==> src/hdl/slcd_pkg.sv <==
// ----------------------------------------------------------------------------
// slcd_pkg
// Shared types, constants and controller/datapath command and status records
// for the sync/length/CRC frame extractor.
// ----------------------------------------------------------------------------
package slcd_pkg;

	// Default size of the receive byte buffer
	localparam int BUF_BYTES_DEF = 64;

	// Frame layout: sync pair, length lo/hi, type, sequence, then payload
	localparam int HDR_BYTES      = 6;
	localparam int OVERHEAD_BYTES = 8;
	localparam int LEN_LO_OFS     = 2;
	localparam int LEN_HI_OFS     = 3;
	localparam int TYPE_OFS       = 4;
	localparam int SEQ_OFS        = 5;

	// CRC-16, MSB first
	localparam logic [15:0] CRC_INIT = 16'hFFFF;
	localparam logic [15:0] CRC_POLY = 16'h1021;
	localparam logic [15:0] CRC_MSB  = 16'h8000;

	// Configuration port
	localparam int CFG_IDX_W  = 2;
	localparam int CFG_DATA_W = 8;

	typedef enum logic [CFG_IDX_W-1:0] {
		REG_SYNC_FIRST  = 2'd0,
		REG_SYNC_SECOND = 2'd1,
		REG_MAX_PAYLOAD = 2'd2
	} cfg_reg_t;

	// Controller states
	typedef enum logic [3:0] {
		S_IDLE,
		S_CHECK,
		S_SRCH_RD,
		S_SRCH_CMP,
		S_HDR_RD,
		S_HDR_USE,
		S_CRC_RD,
		S_CRC_XOR,
		S_CRC_BIT,
		S_CHK_LO_RD,
		S_CHK_LO,
		S_CHK_HI_RD,
		S_CHK_HI,
		S_EMIT_RD,
		S_EMIT_LD,
		S_OUT_WAIT
	} state_t;

	// Offset counter operations
	typedef enum logic [2:0] {
		K_HOLD,
		K_ZERO,
		K_TWO,
		K_SIX,
		K_INC
	} k_op_t;

	// Amount removed from the front of the buffer
	typedef enum logic [2:0] {
		DROP_NONE,
		DROP_SCAN,
		DROP_ONE,
		DROP_FRAME,
		DROP_KEEP_LAST
	} drop_t;

	typedef struct packed {
		logic   wr_byte;
		k_op_t  k_op;
		drop_t  drop;
		logic   prev_capture;
		logic   hdr_capture;
		logic   crc_init;
		logic   crc_load;
		logic   crc_step;
		logic   lo_capture;
		logic   out_load;
		logic   out_empty;
	} dp_cmd_t;

	typedef struct packed {
		logic fill_lt_hdr;
		logic sync_hit;
		logic k_is_one;
		logic scan_end;
		logic hdr_done;
		logic len_over;
		logic frame_short;
		logic k_at_end;
		logic bit_last;
		logic crc_ok;
		logic len_zero;
		logic out_taken;
		logic out_last;
	} dp_sts_t;

endpackage

==> src/hdl/slcd_ram.sv <==
// ----------------------------------------------------------------------------
// slcd_ram
// Generic single-write, single-read RAM with registered read data.
// ----------------------------------------------------------------------------
module slcd_ram #(
	parameter int WIDTH = 8,
	parameter int DEPTH = 64
) (
	input  logic                     clk,
	input  logic                     we,
	input  logic [$clog2(DEPTH)-1:0] waddr,
	input  logic [WIDTH-1:0]         wdata,
	input  logic [$clog2(DEPTH)-1:0] raddr,
	output logic [WIDTH-1:0]         rdata
);

	logic [WIDTH-1:0] mem_q [DEPTH];

	// Write port and registered read port
	always_ff @(posedge clk) begin
		if (we) begin
			mem_q[waddr] <= wdata;
		end
		rdata <= mem_q[raddr];
	end

endmodule

==> src/hdl/slcd_dp.sv <==
// ----------------------------------------------------------------------------
// slcd_dp
// Datapath: circular byte buffer, offset counter, header capture, bit-serial
// CRC-16, configuration registers and the result output register.
// ----------------------------------------------------------------------------
module slcd_dp #(
	parameter int BUFFER_BYTES = slcd_pkg::BUF_BYTES_DEF
) (
	input  logic                               clk,
	input  logic                               arst_n,
	input  slcd_pkg::dp_cmd_t                  cmd,
	output slcd_pkg::dp_sts_t                  sts,
	input  logic                               cfg_we,
	input  logic [slcd_pkg::CFG_IDX_W-1:0]     cfg_index,
	input  logic [slcd_pkg::CFG_DATA_W-1:0]    cfg_data,
	input  logic [7:0]                         rx_byte,
	input  logic                               out_stall,
	output logic                               out_valid,
	output logic [5:0]                         frame_len,
	output logic [7:0]                         frame_type,
	output logic [7:0]                         frame_seq,
	output logic [7:0]                         payload_byte,
	output logic                               byte_valid,
	output logic                               frame_end
);
	import slcd_pkg::*;

	localparam int AW        = $clog2(BUFFER_BYTES);
	localparam int FW        = $clog2(BUFFER_BYTES + 1);
	localparam int LIMIT_CAP = BUFFER_BYTES - OVERHEAD_BYTES;

	logic [7:0]    sync_first_q;
	logic [7:0]    sync_second_q;
	logic [5:0]    max_payload_q;
	logic [AW-1:0] head_q;
	logic [FW-1:0] fill_q;
	logic [FW-1:0] k_q;
	logic [FW-1:0] drop_n;
	logic [7:0]    prev_q;
	logic [15:0]   len_q;
	logic [7:0]    type_q;
	logic [7:0]    seq_q;
	logic [15:0]   crc_q;
	logic [2:0]    bit_q;
	logic [7:0]    lo_q;
	logic [5:0]    limit;
	logic [7:0]    rd_data;
	logic          ram_we;
	logic [AW-1:0] waddr;
	logic [AW-1:0] raddr;
	logic          out_valid_q;
	logic [5:0]    frame_len_q;
	logic [7:0]    frame_type_q;
	logic [7:0]    frame_seq_q;
	logic [7:0]    payload_byte_q;
	logic          byte_valid_q;
	logic          frame_end_q;

	// Add an offset to a buffer position and wrap around the buffer
	function automatic logic [AW-1:0] wrap_add(input logic [AW-1:0] base,
			input logic [FW-1:0] off);
		logic [FW:0] sum;
		sum = {{(FW + 1 - AW){1'b0}}, base} + {1'b0, off};
		if (sum >= (FW + 1)'(BUFFER_BYTES)) begin
			sum = sum - (FW + 1)'(BUFFER_BYTES);
		end
		return sum[AW-1:0];
	endfunction

	// Configuration registers
	always_ff @(posedge clk or negedge arst_n) begin
		if (!arst_n) begin
			sync_first_q  <= 8'hAA;
			sync_second_q <= 8'h55;
			max_payload_q <= 6'd56;
		end else if (cfg_we) begin
			unique case (cfg_index)
				REG_SYNC_FIRST:  sync_first_q  <= cfg_data;
				REG_SYNC_SECOND: sync_second_q <= cfg_data;
				REG_MAX_PAYLOAD: max_payload_q <= cfg_data[5:0];
				default: ;
			endcase
		end
	end

	assign limit = (max_payload_q > 6'(LIMIT_CAP)) ? 6'(LIMIT_CAP) : max_payload_q;

	// Byte buffer
	assign ram_we = cmd.wr_byte && (fill_q < FW'(BUFFER_BYTES));
	assign waddr  = wrap_add(head_q, fill_q);
	assign raddr  = wrap_add(head_q, k_q);

	slcd_ram #(
		.WIDTH(8),
		.DEPTH(BUFFER_BYTES)
	) u_ram (
		.clk   (clk),
		.we    (ram_we),
		.waddr (waddr),
		.wdata (rx_byte),
		.raddr (raddr),
		.rdata (rd_data)
	);

	// Select how many bytes leave the front of the buffer
	always_comb begin
		case (cmd.drop)
			DROP_SCAN:      drop_n = k_q - FW'(1);
			DROP_ONE:       drop_n = FW'(1);
			DROP_FRAME:     drop_n = FW'(len_q) + FW'(OVERHEAD_BYTES);
			DROP_KEEP_LAST: drop_n = fill_q - FW'(1);
			default:        drop_n = '0;
		endcase
	end

	// Buffer head and fill count
	always_ff @(posedge clk or negedge arst_n) begin
		if (!arst_n) begin
			head_q <= '0;
			fill_q <= '0;
		end else if (ram_we) begin
			fill_q <= fill_q + FW'(1);
		end else if (cmd.drop != DROP_NONE) begin
			head_q <= wrap_add(head_q, drop_n);
			fill_q <= fill_q - drop_n;
		end
	end

	// Offset counter
	always_ff @(posedge clk or negedge arst_n) begin
		if (!arst_n) begin
			k_q <= '0;
		end else begin
			case (cmd.k_op)
				K_ZERO:  k_q <= '0;
				K_TWO:   k_q <= FW'(LEN_LO_OFS);
				K_SIX:   k_q <= FW'(HDR_BYTES);
				K_INC:   k_q <= k_q + FW'(1);
				default: k_q <= k_q;
			endcase
		end
	end

	// Scan byte, header fields and CRC low byte
	always_ff @(posedge clk) begin
		if (cmd.prev_capture) begin
			prev_q <= rd_data;
		end
		if (cmd.lo_capture) begin
			lo_q <= rd_data;
		end
		if (cmd.hdr_capture) begin
			case (k_q)
				FW'(LEN_LO_OFS): len_q[7:0]  <= rd_data;
				FW'(LEN_HI_OFS): len_q[15:8] <= rd_data;
				FW'(TYPE_OFS):   type_q      <= rd_data;
				default:         seq_q       <= rd_data;
			endcase
		end
	end

	// Bit-serial CRC, one bit per cycle
	always_ff @(posedge clk) begin
		if (cmd.crc_init) begin
			crc_q <= CRC_INIT;
		end else if (cmd.crc_load) begin
			crc_q <= crc_q ^ {rd_data, 8'h00};
			bit_q <= '0;
		end else if (cmd.crc_step) begin
			if ((crc_q & CRC_MSB) != 16'h0000) begin
				crc_q <= {crc_q[14:0], 1'b0} ^ CRC_POLY;
			end else begin
				crc_q <= {crc_q[14:0], 1'b0};
			end
			bit_q <= bit_q + 3'd1;
		end
	end

	// Result register handshake
	always_ff @(posedge clk or negedge arst_n) begin
		if (!arst_n) begin
			out_valid_q <= 1'b0;
		end else if (cmd.out_load) begin
			out_valid_q <= 1'b1;
		end else if (out_valid_q && !out_stall) begin
			out_valid_q <= 1'b0;
		end
	end

	// Result payload
	always_ff @(posedge clk) begin
		if (cmd.out_load) begin
			frame_len_q  <= len_q[5:0];
			frame_type_q <= type_q;
			frame_seq_q  <= seq_q;
			if (cmd.out_empty) begin
				payload_byte_q <= 8'h00;
				byte_valid_q   <= 1'b0;
				frame_end_q    <= 1'b1;
			end else begin
				payload_byte_q <= rd_data;
				byte_valid_q   <= 1'b1;
				frame_end_q    <= sts.k_at_end;
			end
		end
	end

	assign out_valid    = out_valid_q;
	assign frame_len    = frame_len_q;
	assign frame_type   = frame_type_q;
	assign frame_seq    = frame_seq_q;
	assign payload_byte = payload_byte_q;
	assign byte_valid   = byte_valid_q;
	assign frame_end    = frame_end_q;

	// Status back to the controller
	always_comb begin
		sts.fill_lt_hdr = fill_q < FW'(HDR_BYTES);
		sts.sync_hit    = (k_q != '0) && (prev_q == sync_first_q) &&
			(rd_data == sync_second_q);
		sts.k_is_one    = k_q == FW'(1);
		sts.scan_end    = ({1'b0, k_q} + (FW + 1)'(1)) >= {1'b0, fill_q};
		sts.hdr_done    = k_q == FW'(SEQ_OFS);
		sts.len_over    = len_q > 16'(limit);
		sts.frame_short = ({1'b0, len_q} + 17'(OVERHEAD_BYTES)) > 17'(fill_q);
		sts.k_at_end    = 17'(k_q) == ({1'b0, len_q} + 17'(HDR_BYTES - 1));
		sts.bit_last    = bit_q == 3'd7;
		sts.crc_ok      = crc_q == {rd_data, lo_q};
		sts.len_zero    = len_q == 16'h0000;
		sts.out_taken   = out_valid_q && !out_stall;
		sts.out_last    = frame_end_q;
	end

	a_fill_bound: assert property (@(posedge clk) disable iff (!arst_n)
		fill_q <= FW'(BUFFER_BYTES))
		else $error("fill count beyond buffer size");

	a_head_bound: assert property (@(posedge clk) disable iff (!arst_n)
		head_q < AW'(BUFFER_BYTES - 1) || head_q == AW'(BUFFER_BYTES - 1))
		else $error("buffer head out of range");

	a_out_from_load: assert property (@(posedge clk) disable iff (!arst_n)
		$rose(out_valid_q) |-> $past(cmd.out_load))
		else $error("result shown without a load");

	a_no_write_while_busy: assert property (@(posedge clk) disable iff (!arst_n)
		cmd.wr_byte |-> cmd.drop == DROP_NONE)
		else $error("byte write and buffer drop in one cycle");

endmodule

==> src/hdl/slcd_ctrl.sv <==
// ----------------------------------------------------------------------------
// slcd_ctrl
// Controller: takes a byte, then scans, checks and delivers every complete
// frame in the buffer before taking the next byte.
// ----------------------------------------------------------------------------
module slcd_ctrl (
	input  logic              clk,
	input  logic              arst_n,
	input  logic              in_valid,
	output logic              in_stall,
	input  slcd_pkg::dp_sts_t sts,
	output slcd_pkg::dp_cmd_t cmd
);
	import slcd_pkg::*;

	state_t state_q;
	state_t state_d;

	// State register
	always_ff @(posedge clk or negedge arst_n) begin
		if (!arst_n) begin
			state_q <= S_IDLE;
		end else begin
			state_q <= state_d;
		end
	end

	// Next state and datapath commands
	always_comb begin
		state_d  = state_q;
		cmd      = '0;
		cmd.k_op = K_HOLD;
		cmd.drop = DROP_NONE;
		in_stall = 1'b1;
		unique case (state_q)
			S_IDLE: begin
				in_stall = 1'b0;
				if (in_valid) begin
					cmd.wr_byte = 1'b1;
					state_d     = S_CHECK;
				end
			end
			S_CHECK: begin
				if (sts.fill_lt_hdr) begin
					state_d = S_IDLE;
				end else begin
					cmd.k_op = K_ZERO;
					state_d  = S_SRCH_RD;
				end
			end
			S_SRCH_RD: state_d = S_SRCH_CMP;
			S_SRCH_CMP: begin
				if (sts.sync_hit) begin
					if (sts.k_is_one) begin
						cmd.k_op = K_TWO;
						state_d  = S_HDR_RD;
					end else begin
						cmd.drop = DROP_SCAN;
						state_d  = S_CHECK;
					end
				end else if (sts.scan_end) begin
					cmd.drop = DROP_KEEP_LAST;
					state_d  = S_IDLE;
				end else begin
					cmd.prev_capture = 1'b1;
					cmd.k_op         = K_INC;
					state_d          = S_SRCH_RD;
				end
			end
			S_HDR_RD: state_d = S_HDR_USE;
			S_HDR_USE: begin
				cmd.hdr_capture = 1'b1;
				if (!sts.hdr_done) begin
					cmd.k_op = K_INC;
					state_d  = S_HDR_RD;
				end else if (sts.len_over) begin
					cmd.drop = DROP_ONE;
					state_d  = S_CHECK;
				end else if (sts.frame_short) begin
					state_d = S_IDLE;
				end else begin
					cmd.crc_init = 1'b1;
					cmd.k_op     = K_TWO;
					state_d      = S_CRC_RD;
				end
			end
			S_CRC_RD: state_d = S_CRC_XOR;
			S_CRC_XOR: begin
				cmd.crc_load = 1'b1;
				state_d      = S_CRC_BIT;
			end
			S_CRC_BIT: begin
				cmd.crc_step = 1'b1;
				if (sts.bit_last) begin
					cmd.k_op = K_INC;
					state_d  = sts.k_at_end ? S_CHK_LO_RD : S_CRC_RD;
				end
			end
			S_CHK_LO_RD: state_d = S_CHK_LO;
			S_CHK_LO: begin
				cmd.lo_capture = 1'b1;
				cmd.k_op       = K_INC;
				state_d        = S_CHK_HI_RD;
			end
			S_CHK_HI_RD: state_d = S_CHK_HI;
			S_CHK_HI: begin
				if (!sts.crc_ok) begin
					cmd.drop = DROP_ONE;
					state_d  = S_CHECK;
				end else if (sts.len_zero) begin
					cmd.out_load  = 1'b1;
					cmd.out_empty = 1'b1;
					state_d       = S_OUT_WAIT;
				end else begin
					cmd.k_op = K_SIX;
					state_d  = S_EMIT_RD;
				end
			end
			S_EMIT_RD: state_d = S_EMIT_LD;
			S_EMIT_LD: begin
				cmd.out_load = 1'b1;
				state_d      = S_OUT_WAIT;
			end
			S_OUT_WAIT: begin
				if (sts.out_taken) begin
					if (sts.out_last) begin
						cmd.drop = DROP_FRAME;
						state_d  = S_CHECK;
					end else begin
						cmd.k_op = K_INC;
						state_d  = S_EMIT_RD;
					end
				end
			end
			default: state_d = S_IDLE;
		endcase
	end

	a_crc_only_when_idle_out: assert property (@(posedge clk) disable iff (!arst_n)
		state_q == S_CRC_BIT |-> !sts.out_taken)
		else $error("result transfer during CRC check");

endmodule

==> src/hdl/sync_length_crc_deframer.sv <==
// ----------------------------------------------------------------------------
// sync_length_crc_deframer
// Byte-stream frame extractor: sync pair, 16-bit length, type, sequence,
// payload and CRC-16 (0x1021, init 0xFFFF), one result per payload byte.
// ----------------------------------------------------------------------------
// One received byte is taken per input transfer; the block then stalls its
// input until every complete frame in the buffer has been checked and
// delivered. After reset no clearing pass is needed. Each taken byte is
// written and the fill checked; each byte searched for the sync pair and
// each header byte is read, then compared or captured. Each CRC-covered
// byte (length, type, sequence and payload) is read, XORed in and shifted
// bit by bit, the CRC unit advancing one bit per cycle; the received CRC
// is read low byte first. Each result is fetched, loaded and held through
// any output stall; the single read port fetches one payload byte at a
// time. A bad length or CRC drops one byte and restarts the search.
// ----------------------------------------------------------------------------
module sync_length_crc_deframer #(
	parameter int BUFFER_BYTES = slcd_pkg::BUF_BYTES_DEF
) (
	input  logic                            clk,
	input  logic                            arst_n,
	input  logic                            cfg_we,
	input  logic [slcd_pkg::CFG_IDX_W-1:0]  cfg_index,
	input  logic [slcd_pkg::CFG_DATA_W-1:0] cfg_data,
	input  logic                            in_valid,
	output logic                            in_stall,
	input  logic [7:0]                      rx_byte,
	output logic                            out_valid,
	input  logic                            out_stall,
	output logic [5:0]                      frame_len,
	output logic [7:0]                      frame_type,
	output logic [7:0]                      frame_seq,
	output logic [7:0]                      payload_byte,
	output logic                            byte_valid,
	output logic                            frame_end
);
	import slcd_pkg::*;

	dp_cmd_t cmd;
	dp_sts_t sts;

	// Sequencer
	slcd_ctrl u_ctrl (
		.clk      (clk),
		.arst_n   (arst_n),
		.in_valid (in_valid),
		.in_stall (in_stall),
		.sts      (sts),
		.cmd      (cmd)
	);

	// Buffer, CRC and result register
	slcd_dp #(
		.BUFFER_BYTES(BUFFER_BYTES)
	) u_dp (
		.clk          (clk),
		.arst_n       (arst_n),
		.cmd          (cmd),
		.sts          (sts),
		.cfg_we       (cfg_we),
		.cfg_index    (cfg_index),
		.cfg_data     (cfg_data),
		.rx_byte      (rx_byte),
		.out_stall    (out_stall),
		.out_valid    (out_valid),
		.frame_len    (frame_len),
		.frame_type   (frame_type),
		.frame_seq    (frame_seq),
		.payload_byte (payload_byte),
		.byte_valid   (byte_valid),
		.frame_end    (frame_end)
	);

endmodule
==> config.mk <==
export PLATFORM = sky130hd
export DESIGN_NAME = sync_length_crc_deframer
export DESIGN_NICKNAME = d
export VERILOG_FILES = /design/src/hdl/slcd_pkg.sv /design/src/hdl/slcd_ram.sv /design/src/hdl/slcd_dp.sv /design/src/hdl/slcd_ctrl.sv /design/src/hdl/sync_length_crc_deframer.sv
export SDC_FILE = /design/constraint.sdc
export NUM_CORES = 1
export LEC_CHECK = 0
export BUFFER_PORTS_ARGS = -buffer_cell sky130_fd_sc_hd__buf_2
export CAP_MARGIN = 20
export CORE_ASPECT_RATIO = 0.7
export CORE_MARGIN = 4
export CORE_UTILIZATION = 30
export DETAILED_ROUTE_END_ITERATION = 10
export MAX_ROUTING_LAYER = met4
export PLACE_DENSITY = 0.53
export REMOVE_ABC_BUFFERS = 1
export SLEW_MARGIN = 10
export SYNTH_ARGS = -nofsm -noshare
export SYNTH_HDL_FRONTEND = slang
export SYNTH_SLANG_ARGS = --single-unit
==> constraint.sdc <==
create_clock -name clk -period 7.45 [get_ports clk]
set_input_delay 0.745 -clock clk [delete_from_list [all_inputs] [get_ports clk]]
set_output_delay 0.745 -clock clk [all_outputs]
set_load 0.02 [all_outputs]
==> results.yml <==
global_route:
  overflow: 0
  antenna_found_initial: 5
  grt_use_total_pct: 14.0
  grt_start_max_net_pins: 109
  grt_pass1_vias: 14700
  grt_pass1_wl_um: 102000
setup_path:
  critPathRequiredTime_ns: 8.03
  startpoint_type: "register"
  cp.arrival_ns: 6.04
  cp-end-kind: "register"
  path_class: "reg2reg"
  cp_max_fo: 14
die:
  dieArea_um2: 98700
  ios: 57
  core_area_um2: 92500
  fp.dieH_um: 264
  fp.dieW_um: 374
  rows: 93
  start_util_pct: 30.4
logic_synthesis:
  async_flop_share_pct: 7.06
  syn_avg_cell_area_um2: 17.6
  ys_ff_latch: 666
  synth_warnings: 0
  netlist_area_um2: 28100
  syn-instance-count: 1596
  seq_area_frac_synth_pct: 69.5
  synth.distinct_cells: 72
  synth_edf_count: 595
  synth_ff_type: "edfxtp_1"
drt:
  routed_via_density: 5.05
  drc_errors: 0
  drt_wl_total_um: 68400
  first_pass_iters: 5
  vias: 14900
  ant_nets: 0
  drtIter0Drc: 1432
  wl_per_cell_um: 23.1
pwr:
  power.leakage_uw: 0.0104
  powerDensity_nw_per_um2: 441
  total_power_uw: 14100
  ir_drop_mv: 0.537
timing:
  finalCriticalPeriod_ns: 5.47
  fin_crit_sh_pct: 73.4
  hold_violations: 0
  worst_slew_pin_slew_ns: 1.09
  whs_ns: 0.217
  skew_ns: 0.0903
  setup_viol: 0
  max_freq_mhz: 183
  final_max_slew_viol_count: 0
  setup_tns_ns: 0
  slew_headroom_pct: 27.1
  rsz0062_at_grt: "no"
layout:
  utilization_pct: 34.4
  largest_register: "u_dp.u_ram.mem_q"
  drive_gt1_share_pct: 22.8
  fill_cells: 8714
  finalNetCount: 1755
  antennaDiodeCount: 0
  reg_top3: "u_dp.u_ram.mem_q: 512 flops, u_dp.crc_q: 16 flops, u_dp.len_q: 16 flops"
  area_growth_pct: 13.3
  largest_reg_flops: 512
  stdcell_count: 2959
clock_network:
  h-tree-depth: 2
  clkSinkCount: 666
  clk_latency_ns: 0.68
  post_cts_buffers: 0
  cts-root-buf: "clkbuf_16"
  holdBufCountCts: 0
  numCtsBuffers: 60
  cts_tree: "done"
  clockBufferDepth: 3
  cts.repair.resized: 0
  clk_pin_slew_ns: 0.07
placement:
  gp_congestion: 0.857
  dp_cells: 2848
  dpl.hpwl_um: 43300
  portBuffers: 56
min_path:
  hold_class: "in2async"
flow_run:
  maxCapViolCount: 0
outcome:
  outcome: "completed"
==> power by group <==
group          internal, µW  switching [µW]
Sequential             4380             314
Clock                  1650            1410
Combinational          2680            3620
Total                  8710            5350
==> path summary, 6_finish.rpt <==
check	startpoint	to	slack (ns)	cells after the start
worst min-delay path	arst_n	u_dp.k_q[6]	0.22	2
max in group asynchronous	arst_n	u_dp.head_q[5]	6.71	2
min in group clk	out_stall	u_dp.out_valid	0.32	2
worst max register to register	u_dp.k_q[0]	u_dp.fill_q[6]	1.98	23
worst max-delay path	u_dp.k_q[0]	u_dp.fill_q[6]	1.98	23
worst min register to register	u_dp.seq_q[2]	u_dp.frame_seq[2]	0.42	0
==> per-stage QoR <==
step | cell area (µm²) | setup slack [ns]
2_1_floorplan | 27900 | 0.366
4_1_cts | 31900 | 2.04
6_report | 31900 | 1.98
3_3_place_gp | 29900 | 2.14
5_1_grt | 31900 | 1.49
3_5_place_dp | 29900 | 2.08
==> cell type report <==
type / instances / area [µm²] / share of cell area [%]
clock inverter: 35 / 317 / 0.994
timing repair buffer: 79 / 475 / 1.49
clock buffer: 76 / 1610 / 5.07
multi-input combinational: 833 / 8230 / 25.8
tap: 1235 / 1550 / 4.85
inverter: 35 / 131 / 0.412
sequential: 666 / 19500 / 61.3
==> kinds of logic after synthesis <==
group,Yosys count,share of synthesized area [%]
buffers and inverters,97,1.38
DFF,666,69.5
muxes,196,14.2
AOI/OAI and AO/OA,151,3.50
adders and majority gates,57,2.64
and+or+nand+nor,341,6.00
xor gates and xnor gates,88,2.74
==> synthesized netlist by cell type (all sizes together) (17+ instances only) <==
| library cell | number | area (µm²) |
|---|---|---|
| nand2 | 75 | 289 |
| o21ai | 35 | 175 |
| xor2 | 35 | 307 |
| nor2 | 114 | 435 |
| mux4 | 160 | 3600 |
| dfxtp | 24 | 480 |
| clkbuf | 41 | 154 |
| buf | 21 | 101 |
| mux2 | 28 | 315 |
| edfxtp | 595 | 17900 |
| dfrtp | 36 | 901 |
| xnor2 | 53 | 464 |
| nor3 | 17 | 90.1 |
| nand4 | 18 | 113 |
| ha | 53 | 663 |
| inv | 35 | 131 |
| a21oi | 49 | 249 |
| nand3 | 30 | 150 |
==> metal layers <==
layer	GRT usage, %	vias to the layer above	part of all wire, %
met1	22.7	7853	51
met2	18.1	499	40
met5	-	-	0
met3	2.73	83	7.1
li1	-	6497	-
met4	2.53	0	1.4
==> worst max-delay path: stages, from the launching register on <==
cell and delay, ns:
dfrtp_1 0.67, ha_1 0.36, nand3_1 0.14, nor2_1 0.17, xnor2_1 0.15, inv_1 0.09
ha_1 0.30, o2111a_1 0.16, o31ai_1 0.06, o211a_1 0.23, a211o_2 0.33, nand2_1 0.38
o21ai_0 0.31, xnor2_1 0.23, nor2_1 0.08, ha_1 0.37, a21oi_1 0.13, o21ai_0 0.11
and2_1 0.19, o21ai_0 0.15, nand2b_1 0.14, and3_1 0.20, mux2_2 0.26, nor3_2 0.17
==> cells in the final DEF (no fill, tap or decap), types with 18 or more instances in the layout <==
cell | Yosys | routed
ha_1 | 53 | 52
nand4_1 | 18 | 18
edfxtp_1 | 595 | 595
nor2_1 | 113 | 113
xor2_1 | 35 | 35
dfxtp_1 | 24 | 24
buf_4 | 1 | 20
o21ai_0 | 35 | 34
dfrtp_1 | 36 | 36
mux2_2 | 28 | 28
xnor2_1 | 53 | 50
buf_2 | 9 | 57
nand3_1 | 30 | 30
mux4_2 | 160 | 160
nand2_1 | 74 | 74
a21oi_1 | 48 | 48
inv_1 | 35 | 35
clkbuf_16 | 0 | 61
Note: power is estimated with default switching activity, not from simulation.
